`config.mk`:
```
export PLATFORM = sky130hd
export DESIGN_NAME = http_chunked_body_decoder
export DESIGN_NICKNAME = d
export VERILOG_FILES = /design/src/hdl/hcbd_pkg.sv /design/src/hdl/http_chunked_body_decoder.sv
export SDC_FILE = /design/constraint.sdc
export NUM_CORES = 1
export LEC_CHECK = 0
export CAP_MARGIN = 20
export CORE_MARGIN = 1.5
export CORE_UTILIZATION = 28
export CTS_BUF_LIST = sky130_fd_sc_hd__clkbuf_8
export DETAILED_ROUTE_END_ITERATION = 12
export DONT_BUFFER_PORTS = 1
export PLACE_DENSITY = 0.42
export REMOVE_ABC_BUFFERS = 1
export SLEW_MARGIN = 10
export SYNTH_ARGS = -nofsm -noshare
export SYNTH_HDL_FRONTEND = slang
export SYNTH_SLANG_ARGS = --single-unit
```
`constraint.sdc`:
```
create_clock -name clock -period 9.26 [get_ports clock]
set_input_delay 0.926 -clock clock [delete_from_list [all_inputs] [get_ports clock]]
set_output_delay 0.926 -clock clock [all_outputs]
set_load 0.005 [all_outputs]
```
`src/hdl/hcbd_pkg.sv`:
```
// Shared types, constants and helper functions for the chunked body decoder.
package hcbd_pkg;

   localparam int SIZE_BITS = 31;
   localparam int LIMIT_BITS = 31;
   localparam int COUNT_BITS = 32;
   localparam int BYTE_BITS = 8;

   localparam logic [BYTE_BITS-1:0] CHAR_CR = 8'h0D;
   localparam logic [BYTE_BITS-1:0] CHAR_LF = 8'h0A;

   // Configuration register indexes.
   localparam logic CSR_LIMIT_ENABLE = 1'b0;
   localparam logic CSR_BODY_LIMIT = 1'b1;

   localparam logic [LIMIT_BITS-1:0] BODY_LIMIT_RESET = 31'd1048576;

   // Request kinds carried in req_tuser.
   localparam logic FUNC_BYTE = 1'b0;
   localparam logic FUNC_START = 1'b1;

   typedef enum logic [2:0] {
      PH_SIZE  = 3'd0,
      PH_LF    = 3'd1,
      PH_DATA  = 3'd2,
      PH_SKIP1 = 3'd3,
      PH_SKIP2 = 3'd4
   } phase_type;

   typedef enum logic [1:0] {
      ST_RUN    = 2'd0,
      ST_DONE   = 2'd1,
      ST_BADHDR = 2'd2,
      ST_BIG    = 2'd3
   } status_type;

   typedef struct packed {
      logic       ok;
      logic [3:0] value;
   } hex_digit_type;

   // Decodes one ASCII hex digit; ok is low for any other character.
   function automatic hex_digit_type hex_decode(input logic [BYTE_BITS-1:0] c);
      hex_digit_type d;
      d.ok = 1'b1;
      d.value = 4'd0;
      if (c >= 8'h30 && c <= 8'h39) begin
         d.value = 4'(c - 8'h30);
      end else if (c >= 8'h61 && c <= 8'h66) begin
         d.value = 4'(c - 8'h57);
      end else if (c >= 8'h41 && c <= 8'h46) begin
         d.value = 4'(c - 8'h37);
      end else begin
         d.ok = 1'b0;
      end
      return d;
   endfunction

endpackage

```
`src/hdl/http_chunked_body_decoder.sv`:
```
// Chunked transfer decoder for an HTTP/1.1 body, one raw byte per request.
//
// Usage: raw body bytes enter on the req_ stream, req_tdata holding the byte
// and req_tuser the kind (0 = body byte, 1 = start a new body). Every request
// gives exactly one response on the rsp_ stream: rsp_tdata is the decoded
// payload byte, rsp_tuser holds the payload flag and the body status
// (running, complete, bad chunk header, too large). Size lines, their CR LF
// and the two bytes after each chunk give responses with the flag low.
// The csr_ port writes limit_enable (index 0) and body_limit (index 1); write
// it only while no request is in flight.
//
// A request passes an input register, then the phase update and the response
// register. Throughput is one request per cycle while the receiver takes
// responses, since each byte needs only one pass of the phase logic. When the
// receiver stalls, the response register holds and the input register still
// takes one more request, if it is empty, before req_tready drops.
// Reset clears the decoder state, sets limit_enable to 0 and body_limit to
// 1048576; no memory is cleared, so requests are taken as soon as reset ends.
module http_chunked_body_decoder
   import hcbd_pkg::*;
(
   input  logic                  clock,
   input  logic                  reset,

   input  logic                  req_tvalid,
   output logic                  req_tready,
   input  logic [BYTE_BITS-1:0]  req_tdata,   // [7:0] body_byte
   input  logic                  req_tuser,   // [0] func

   output logic                  rsp_tvalid,
   input  logic                  rsp_tready,
   output logic [BYTE_BITS-1:0]  rsp_tdata,   // [7:0] out_byte
   output logic [2:0]            rsp_tuser,   // [0] out_valid, [2:1] status

   input  logic                  csr_valid,
   output logic                  csr_ready,
   input  logic                  csr_index,
   input  logic [LIMIT_BITS-1:0] csr_data
);

   logic                  limit_enable_ff;
   logic [LIMIT_BITS-1:0] body_limit_ff;

   logic                  req_valid_ff, req_valid_in;
   logic                  req_func_ff;
   logic [BYTE_BITS-1:0]  req_byte_ff;

   phase_type             phase_ff, phase_in;
   logic [SIZE_BITS-1:0]  size_accum_ff, size_accum_in;
   logic [SIZE_BITS-1:0]  data_left_ff, data_left_in;
   logic [COUNT_BITS-1:0] raw_count_ff, raw_count_in;
   status_type            final_status_ff, final_status_in;

   logic                  rsp_valid_ff, rsp_valid_in;
   logic                  rsp_flag_ff, rsp_flag_in;
   logic [BYTE_BITS-1:0]  rsp_byte_ff, rsp_byte_in;
   status_type            rsp_status_ff;

   logic                  rsp_free;
   logic                  process;
   hex_digit_type         digit;
   logic [SIZE_BITS-1:0]  data_dec;

   assign csr_ready  = 1'b1;
   assign rsp_free   = !rsp_valid_ff || rsp_tready;
   assign process    = req_valid_ff && rsp_free;
   assign req_tready = !req_valid_ff || rsp_free;

   assign rsp_tvalid = rsp_valid_ff;
   assign rsp_tdata  = rsp_byte_ff;
   assign rsp_tuser  = {rsp_status_ff, rsp_flag_ff};

   always_ff @(posedge clock) begin
      if (reset) begin
         limit_enable_ff <= 1'b0;
         body_limit_ff <= BODY_LIMIT_RESET;
      end else if (csr_valid && csr_ready) begin
         if (csr_index == CSR_LIMIT_ENABLE) begin
            limit_enable_ff <= csr_data[0];
         end else begin
            body_limit_ff <= csr_data;
         end
      end
   end

   always_comb begin
      req_valid_in = req_valid_ff;
      if (req_tready) begin
         req_valid_in = req_tvalid;
      end
   end

   always_ff @(posedge clock) begin
      if (reset) begin
         req_valid_ff <= 1'b0;
      end else begin
         req_valid_ff <= req_valid_in;
      end
   end

   always_ff @(posedge clock) begin
      if (req_tvalid && req_tready) begin
         req_func_ff <= req_tuser;
         req_byte_ff <= req_tdata;
      end
   end

   assign digit = hex_decode(req_byte_ff);
   assign data_dec = (data_left_ff != '0) ? data_left_ff - SIZE_BITS'(1) : data_left_ff;

   always_comb begin
      phase_in = phase_ff;
      size_accum_in = size_accum_ff;
      data_left_in = data_left_ff;
      raw_count_in = raw_count_ff;
      final_status_in = final_status_ff;
      rsp_flag_in = 1'b0;
      rsp_byte_in = '0;

      if (process) begin
         if (req_func_ff == FUNC_START) begin
            phase_in = PH_SIZE;
            size_accum_in = '0;
            data_left_in = '0;
            raw_count_in = '0;
            final_status_in = ST_RUN;
         end else if (final_status_ff == ST_RUN) begin
            if (raw_count_ff != '1) begin
               raw_count_in = raw_count_ff + COUNT_BITS'(1);
            end
            if (limit_enable_ff &&
                raw_count_in > COUNT_BITS'(body_limit_ff)) begin
               final_status_in = ST_BIG;
            end else begin
               unique case (phase_ff)
                  PH_SIZE: begin
                     if (req_byte_ff == CHAR_CR) begin
                        phase_in = PH_LF;
                     end else if (!digit.ok) begin
                        final_status_in = ST_BADHDR;
                     end else if (size_accum_ff[SIZE_BITS-1 -: 4] != 4'd0) begin
                        // Another digit would shift bits out of the size field.
                        final_status_in = ST_BADHDR;
                     end else begin
                        size_accum_in = {size_accum_ff[SIZE_BITS-5:0], digit.value};
                     end
                  end
                  PH_LF: begin
                     if (req_byte_ff != CHAR_LF) begin
                        final_status_in = ST_BADHDR;
                     end else if (size_accum_ff == '0) begin
                        final_status_in = ST_DONE;
                     end else begin
                        data_left_in = size_accum_ff;
                        size_accum_in = '0;
                        phase_in = PH_DATA;
                     end
                  end
                  PH_DATA: begin
                     rsp_flag_in = 1'b1;
                     rsp_byte_in = req_byte_ff;
                     data_left_in = data_dec;
                     if (data_dec == '0) begin
                        phase_in = PH_SKIP1;
                     end
                  end
                  PH_SKIP1: begin
                     phase_in = PH_SKIP2;
                  end
                  default: begin
                     phase_in = PH_SIZE;
                     size_accum_in = '0;
                  end
               endcase
            end
         end
      end
   end

   always_ff @(posedge clock) begin
      if (reset) begin
         phase_ff <= PH_SIZE;
         size_accum_ff <= '0;
         data_left_ff <= '0;
         raw_count_ff <= '0;
         final_status_ff <= ST_RUN;
      end else begin
         phase_ff <= phase_in;
         size_accum_ff <= size_accum_in;
         data_left_ff <= data_left_in;
         raw_count_ff <= raw_count_in;
         final_status_ff <= final_status_in;
      end
   end

   always_comb begin
      rsp_valid_in = rsp_valid_ff;
      if (rsp_free) begin
         rsp_valid_in = req_valid_ff;
      end
   end

   always_ff @(posedge clock) begin
      if (reset) begin
         rsp_valid_ff <= 1'b0;
      end else begin
         rsp_valid_ff <= rsp_valid_in;
      end
   end

   always_ff @(posedge clock) begin
      if (process) begin
         rsp_flag_ff <= rsp_flag_in;
         rsp_byte_ff <= rsp_byte_in;
         rsp_status_ff <= final_status_in;
      end
   end

   // A payload byte only leaves while the body is still running.
   a_flag_running: assert property (@(posedge clock) disable iff (reset)
      rsp_tvalid && rsp_tuser[0] |-> rsp_tuser[2:1] == ST_RUN)
      else $error("payload byte with a final status");

   // Non-payload responses carry a zero byte.
   a_byte_zero: assert property (@(posedge clock) disable iff (reset)
      rsp_tvalid && !rsp_tuser[0] |-> rsp_tdata == '0)
      else $error("nonzero byte without payload flag");

   // A final status holds until a new body is started.
   a_status_held: assert property (@(posedge clock) disable iff (reset)
      process && req_func_ff == FUNC_BYTE && final_status_ff != ST_RUN
      |=> $stable(final_status_ff))
      else $error("final status changed without a new body");

   // The data phase is left only once the chunk is used up.
   a_data_exit: assert property (@(posedge clock) disable iff (reset)
      phase_ff == PH_DATA && phase_in == PH_SKIP1 |-> data_left_in == '0)
      else $error("chunk data phase left early");

endmodule
```
Word-level counts from Yosys, hierarchy flattened
Index checks and enable logic that the tools add are counted.

Bits in registers: 153. Word-level logic and storage cells: 118. Output and inout port bits: 14. Input port bits: 46.

Magnitude comparators: 7. Add/sub/neg operators: 5. Reductions and logical operators: 27. Bitwise gates (word level): 3. Eq/ne operators: 15. Multiplexer cells: 47.

Operator list (number): 2-to-1 mux 31 bit (14); 2-to-1 mux 32 bit (6); case mux 31 bit (3 select lines) (1); zero test 31 bit (2); case mux 31 bit (2 select lines) (1); adder 32 x 1 -> 32 bit (second input constant) (1); greater-than comparator 32 x 31 -> 1 bit (1); inequality test 32 bit (second input constant) (1); nonzero test 31 bit (1); subtractor 31 x 1 -> 31 bit (second input constant) (1); 2-to-1 mux 3 bit (7); inequality test 3 bit (second input constant) (7); 2-to-1 mux 2 bit (9); >= comparator 8 x 7 -> 1 bit (second input constant) (2); less-or-equal comparator 8 x 7 -> 1 bit (second input constant) (2); 2-to-1 mux 4 bit (3); case mux 3 bit (4 select lines) (1); AND reduction 9 bit (1); equality test 8 x 4 -> 1 bit (second input constant) (1); >= comparator 8 x 6 -> 1 bit (second input constant) (1); less-or-equal comparator 8 x 6 -> 1 bit (second input constant) (1); inequality test 8 x 4 -> 1 bit (second input constant) (1); subtractor 4 x 3 -> 4 bit (second input constant) (2); AND reduction 7 bit (1); 21 further kinds (36).

Longest topological paths before layout
Depth in word-level cells: 12. Depth in mapped cells: 21. Gate-level depth less buffers: 18.

Worst setup path before layout
No wires, ideal clock.

Kind: register to register. Start point: register raw_count_ff[0]. End point: register data_left_ff[8]. Path buffers: 2. Setup slack: 4788 ps. Stages on the path, launching flop included: 21. Arrival: 4402 ps. Data required time: 9190 ps. Period minus slack after synthesis: 4472 ps. Library setup time: 70 ps. Cell sequence: dfxtp_1 > ha_1 > clkbuf_1 > nand4_1 > or3_1 > nand4b_1 > and3_1 > nand3_1 > nor3_1 > xor2_1 > ha_1 > a211o_1 > o211ai_1 > a21oi_1 > o31a_1 > o21ai_0 > nand3_4 > nor4b_4 > buf_6 > o211ai_1 > a21oi_1.

Word-level cells in the longest chain between the ends: 9. Elaborated cells on any way between the ends: 10. Those cells by class: 1 x add/sub; 1 x order compare; 2 x eq/ne; 4 x mux; 2 x reduce/logical.

Ends and longest elaborated chain: start, declared (RTL line http_chunked_body_decoder.sv:51) `logic [COUNT_BITS-1:0] raw_count_ff, raw_count_in;`; start signal, assigned (RTL line http_chunked_body_decoder.sv:191) `raw_count_ff <= raw_count_in;`; adder 32 x 1 -> 32 bit / inequality test 32 bit (equally long branches) (RTL line http_chunked_body_decoder.sv:129, http_chunked_body_decoder.sv:128); 2-to-1 mux 32 bit * (RTL line http_chunked_body_decoder.sv:128) `if (raw_count_ff != '1) begin`; 2-to-1 mux 32 bit * (RTL line http_chunked_body_decoder.sv:127) `end else if (final_status_ff == ST_RUN) begin`; 2-to-1 mux 32 bit * (RTL line http_chunked_body_decoder.sv:121) `if (req_func_ff == FUNC_START) begin`; 2-to-1 mux 32 bit * (RTL line http_chunked_body_decoder.sv:120) `if (process) begin`; greater-than comparator 32 x 31 -> 1 bit * (RTL line http_chunked_body_decoder.sv:132) `raw_count_in > COUNT_BITS'(body_limit_ff)) begin`; logical AND 1 bit * (RTL line http_chunked_body_decoder.sv:131) `if (limit_enable_ff &&`; inequality test 2 bit (no line) *; AND reduction 6 bit (no line) *; end signal, assigned (RTL line http_chunked_body_decoder.sv:190) `data_left_ff <= data_left_in;`; end, declared (RTL line http_chunked_body_decoder.sv:50) `logic [SIZE_BITS-1:0] data_left_ff, data_left_in;`.

Every way passes the cells marked *; elsewhere a longest branch is shown, timed or not. The select of a mux whose other input is x is not followed. A chain may end at the register's enable or synchronous reset.

Final worst setup path
Start point: register raw_count_ff[0]. End point: register size_accum_ff[15].

Word-level cells in the longest chain between the ends: 9. Elaborated cells on any way between the ends: 10. Those cells by class: 1 x add/sub; 1 x order compare; 2 x eq/ne; 4 x mux; 2 x reduce/logical.

Ends and longest elaborated chain: adder 32 x 1 -> 32 bit / inequality test 32 bit (equally long branches) (RTL line http_chunked_body_decoder.sv:129, http_chunked_body_decoder.sv:128); 2-to-1 mux 32 bit * (RTL line http_chunked_body_decoder.sv:128); 2-to-1 mux 32 bit * (RTL line http_chunked_body_decoder.sv:127); 2-to-1 mux 32 bit * (RTL line http_chunked_body_decoder.sv:121); 2-to-1 mux 32 bit * (RTL line http_chunked_body_decoder.sv:120); greater-than comparator 32 x 31 -> 1 bit * (RTL line http_chunked_body_decoder.sv:132); logical AND 1 bit * (RTL line http_chunked_body_decoder.sv:131); inequality test 2 bit (no line) *; AND reduction 9 bit (no line) *; end signal, assigned (RTL line http_chunked_body_decoder.sv:189) `size_accum_ff <= size_accum_in;`; end, declared (RTL line http_chunked_body_decoder.sv:49) `logic [SIZE_BITS-1:0] size_accum_ff, size_accum_in;`.

Marked as above.

==> run_results.csv <==
group,metric,value,unit
status,status,"finished clean",
floorplan,floorplan.initialDensity,28.4,%
drt,via_count,7644,
synth,post_synthesis_register_bit_count,153,
final_layout,insertedDiodeCount,0,
cts,clkTransAtPathRegs,0.09,ns
synth,portion_of_synthesized_cell_area_occupied_by_the_leading_cell_type,30.7,%
synth,async_flop_share,0,%
sta,fin_skew,0.0139,ns
global_routing,first_global_vias,7170,
sta,unrepaired_setup_endpoints_after_global_routing,"no",
cts,clk_path_buf_depth,2,
sta,drv_slew,0,
cts,postCtsResizedCells,0,
synth,synthXorXnorAreaFrac,4.54,%
sta,finalSetupTns,0,ns
worst_setup_path,critical_path.max_fanout,27,
global_routing,grtUsageTotal,16.0,%
drt,route.detailed.vias_per_inst,5.12,
synth,synth.yosys.seq_area_share,37.6,%
final_layout,fillers,3257,
worst_setup_path,setup.worst_path.class,"reg -> reg",
synth,synthesis_warnings,0,
global_routing,residual_overflow_from_global_routing,0,
synth,synthesis.instances,1123,
worst_setup_path,setup.worst_path.end_class,"register",
placed_design,routabilityCongestion,0.763,
sta,clock.fmax,172,MHz
synth,post-synth-top-count-cell,"sky130_fd_sc_hd__nand2_1",
final_layout,fin_nets,1168,
synth,syn_area_per_cell,7.73,um2
synth,ys_types,72,
drt,postRouteAntennaNets,0,
cts,clock_latency,0.46,ns
worst_setup_path,start_kind,"register",
hold_path,hp-class,"reg -> reg",
cts,cts_max_level,4,
drt,route.detailed.wl_per_inst,16.8,um
placed_design,hpwl_dp,17100,um
floorplan,die_y,179,um
synth,fraction_of_synthesized_area_in_multiplexers,0.476,%
floorplan,core_region_area,0.0305,mm2
cts,ctsRootBufferMaster,"sky130_fd_sc_hd__clkbuf_8",
floorplan,dieArea,0.0321,mm2
drt,post-route-drc-count,0,
sta,finalSetupViolations,0,
synth,synth_simple_gate_area_share,27.9,%
worst_setup_path,cp_slowest_stage_delay,0.81,ns
sta,worst_pin_slew,1.12,ns
worst_setup_path,ff2ff_setup_slack,3.44,ns
power,power_density,144,mW/mm2
global_routing,largest_net_degree_at_the_start_of_global_routing,125,
floorplan,die_x,179,um
drt,dr.pass1.iters,5,
synth,area_leader_netlist,"sky130_fd_sc_hd__dfxtp_1",
worst_setup_path,slowest_stage_cell_cp,"sky130_fd_sc_hd__and2_1",
cts,cts_tree,"built",
cts,postCtsSetupRepairBufs,0,
drt,routed_wl,25000,um
synth,netlist_top_cells_count,"180 x sky130_fd_sc_hd__nand2_1, 133 x sky130_fd_sc_hd__dfxtp_1, 110 x sky130_fd_sc_hd__a21oi_1, 105 x sky130_fd_sc_hd__nor2_1, 57 x sky130_fd_sc_hd__nand3_1",
sta,hold_viol,0,
power,max-vdd-ir-drop,95.8,uV
synth,main_combinational_cell_family_by_area_after_synthesis,"simple AND/OR/NAND/NOR gates",
placed_design,io_buffers,0,
worst_setup_path,worst_path_required_time,9.65,ns
final_layout,area.growth.synth_to_final,8.56,%
power,cellLeakagePower,0.00342,uW
cts,cts-hold-fix-buffers,0,
floorplan,num_rows,64,
job,max_capacitance_violation_count,0,
sta,maxSlewHeadroom,25.4,%
floorplan,floorplan.io_pins,60,
synth,synth_edf_count,20,
cts,tritoncts_num_sinks,153,
drt,drt_first_iter_violations,442,
synth,synth_ff_type,"sky130_fd_sc_hd__dfxtp_1",
final_layout,layout.core_utilization,30.9,%
sta,final_critical_path_required_period,5.82,ns
synth,synth-compound-area-share,18.5,%
worst_setup_path,cp_cell_sequence,"ha_1, nand4_1, or3_1, nand4b_1, and3_1, nand3_1, nor3_1, xor2_1, ha_1, a211o_1, o211ai_1, a21oi_1, o31a_1, o21ai_0, a41o_1, and2_1, nand3_1, a21oi_1",
final_layout,drive_above_1_share,5.93,%
worst_setup_path,cp_data_arrival_time,6.21,ns
global_routing,grt_first_pass_wirelength,40000,um
synth,synth.cell_area,0.00868,mm2
synth,synth-adder-area-share,5.48,%
global_routing,antenna_found_initial,0,
cts,cts_inserted_buffers,17,
synth,post_synth_main_area_contributors,"sky130_fd_sc_hd__dfxtp_1 31%, sky130_fd_sc_hd__nand2_1 7.8%, sky130_fd_sc_hd__edfxtp_1 6.9%",
sta,fin_crit_sh,62.9,%
==> cell usage in the layout (no fill, tap or decap), types with 26 or more instances in the layout <==
| cell | Yosys | layout |
|---|---|---|
| sky130_fd_sc_hd__a21oi_1 | 110 | 110 |
| sky130_fd_sc_hd__a22oi_1 | 28 | 28 |
| sky130_fd_sc_hd__dfxtp_1 | 133 | 133 |
| sky130_fd_sc_hd__ha_1 | 38 | 38 |
| sky130_fd_sc_hd__inv_1 | 47 | 47 |
| sky130_fd_sc_hd__nand2_1 | 180 | 180 |
| sky130_fd_sc_hd__nand3_1 | 57 | 57 |
| sky130_fd_sc_hd__nand4_1 | 26 | 26 |
| sky130_fd_sc_hd__nor2_1 | 105 | 105 |
| sky130_fd_sc_hd__nor3_1 | 41 | 41 |
| sky130_fd_sc_hd__o21ai_0 | 41 | 41 |
==> logic make-up after synthesis <==
kind of cell    after synthesis
buf+inv                     117
flops                       153
other cells                   1
simple gates                505
mux                           4
compound gates              260
fa+ha+maj                    38
xor+xnor                     45
==> worst max-delay path: cells and delay by family (launching register included) <==
family,cells,cell delay [ns]
AO/OA/AOI/OAI,7,1.72
AND/OR/NAND/NOR,8,2.79
flip-flops,1,0.41
adder cells (fa/ha/maj),2,0.65
XOR/XNOR,1,0.16
==> layout make-up <==
cell class,instances,area [um2],share of cell area (%)
Tap cell,396,495,5.26
Clock buffer,18,248,2.63
Inverter,47,176,1.87
Multi-Input combinational cell,853,4960,52.7
Timing Repair Buffer,12,125,1.33
Clock inverter,14,149,1.58
Sequential cell,153,3260,34.6
==> layer usage <==
metal / global-route usage, % / routed length, um
met4: 4.24 / 256
met3: 2.44 / 725
met5: 0 / 0
met1: 23.4 / 13000
met2: 24.4 / 11000
==> per-stage QoR <==
| stage | cell area, um2 | worst slack, ns | power (uW) | hold slack, ns | instances |
|---|---|---|---|---|---|
| 2_1_floorplan | 8380 | 4.18 | 800 | 0.430 | 1053 |
| 3_3_place_gp | 8970 | 3.62 | 842 | 0.438 | 1458 |
| 3_5_place_dp | 8970 | 3.42 | 841 | 0.443 | 1458 |
| 4_1_cts | 9360 | 3.37 | 1380 | 0.454 | 1490 |
| 5_1_grt | 9420 | 2.87 | 1420 | 0.473 | 1493 |
| 6_report | 9420 | 3.44 | 1350 | 0.451 | 1493 |
==> path summary, 6_finish.rpt <==
path                                        from           endpoint  depth (start not counted)
worst max register to register   raw_count_ff[0]  size_accum_ff[15]                         18
worst max-delay path             raw_count_ff[0]  size_accum_ff[15]                         18
worst min-delay path            body_limit_ff[8]   body_limit_ff[8]                          2
worst min register to register  body_limit_ff[8]   body_limit_ff[8]                          2
==> sequential cells by signal (all words and copies together), names as in the netlist <==
name	cells
req_func_ff	1
rsp_tvalid	1
data_left_ff	31
rsp_flag_ff	1
rsp_status_ff	2
rsp_tdata	8
phase_ff	3
raw_count_ff	32
limit_enable_ff	1
body_limit_ff	31
final_status_ff	2
req_byte_ff	8
req_valid_ff	1
size_accum_ff	31
==> report_power, final <==
group          leakage, uW  internal [uW]  total, uW  switching (uW)
combinational      0.00195           46.4        132            85.6
sequential         0.00127            685        696            11.0
clock             0.000197            248        525             277
total              0.00342            979       1350             374
No activity file was read; power rests on OpenSTA's default activity.
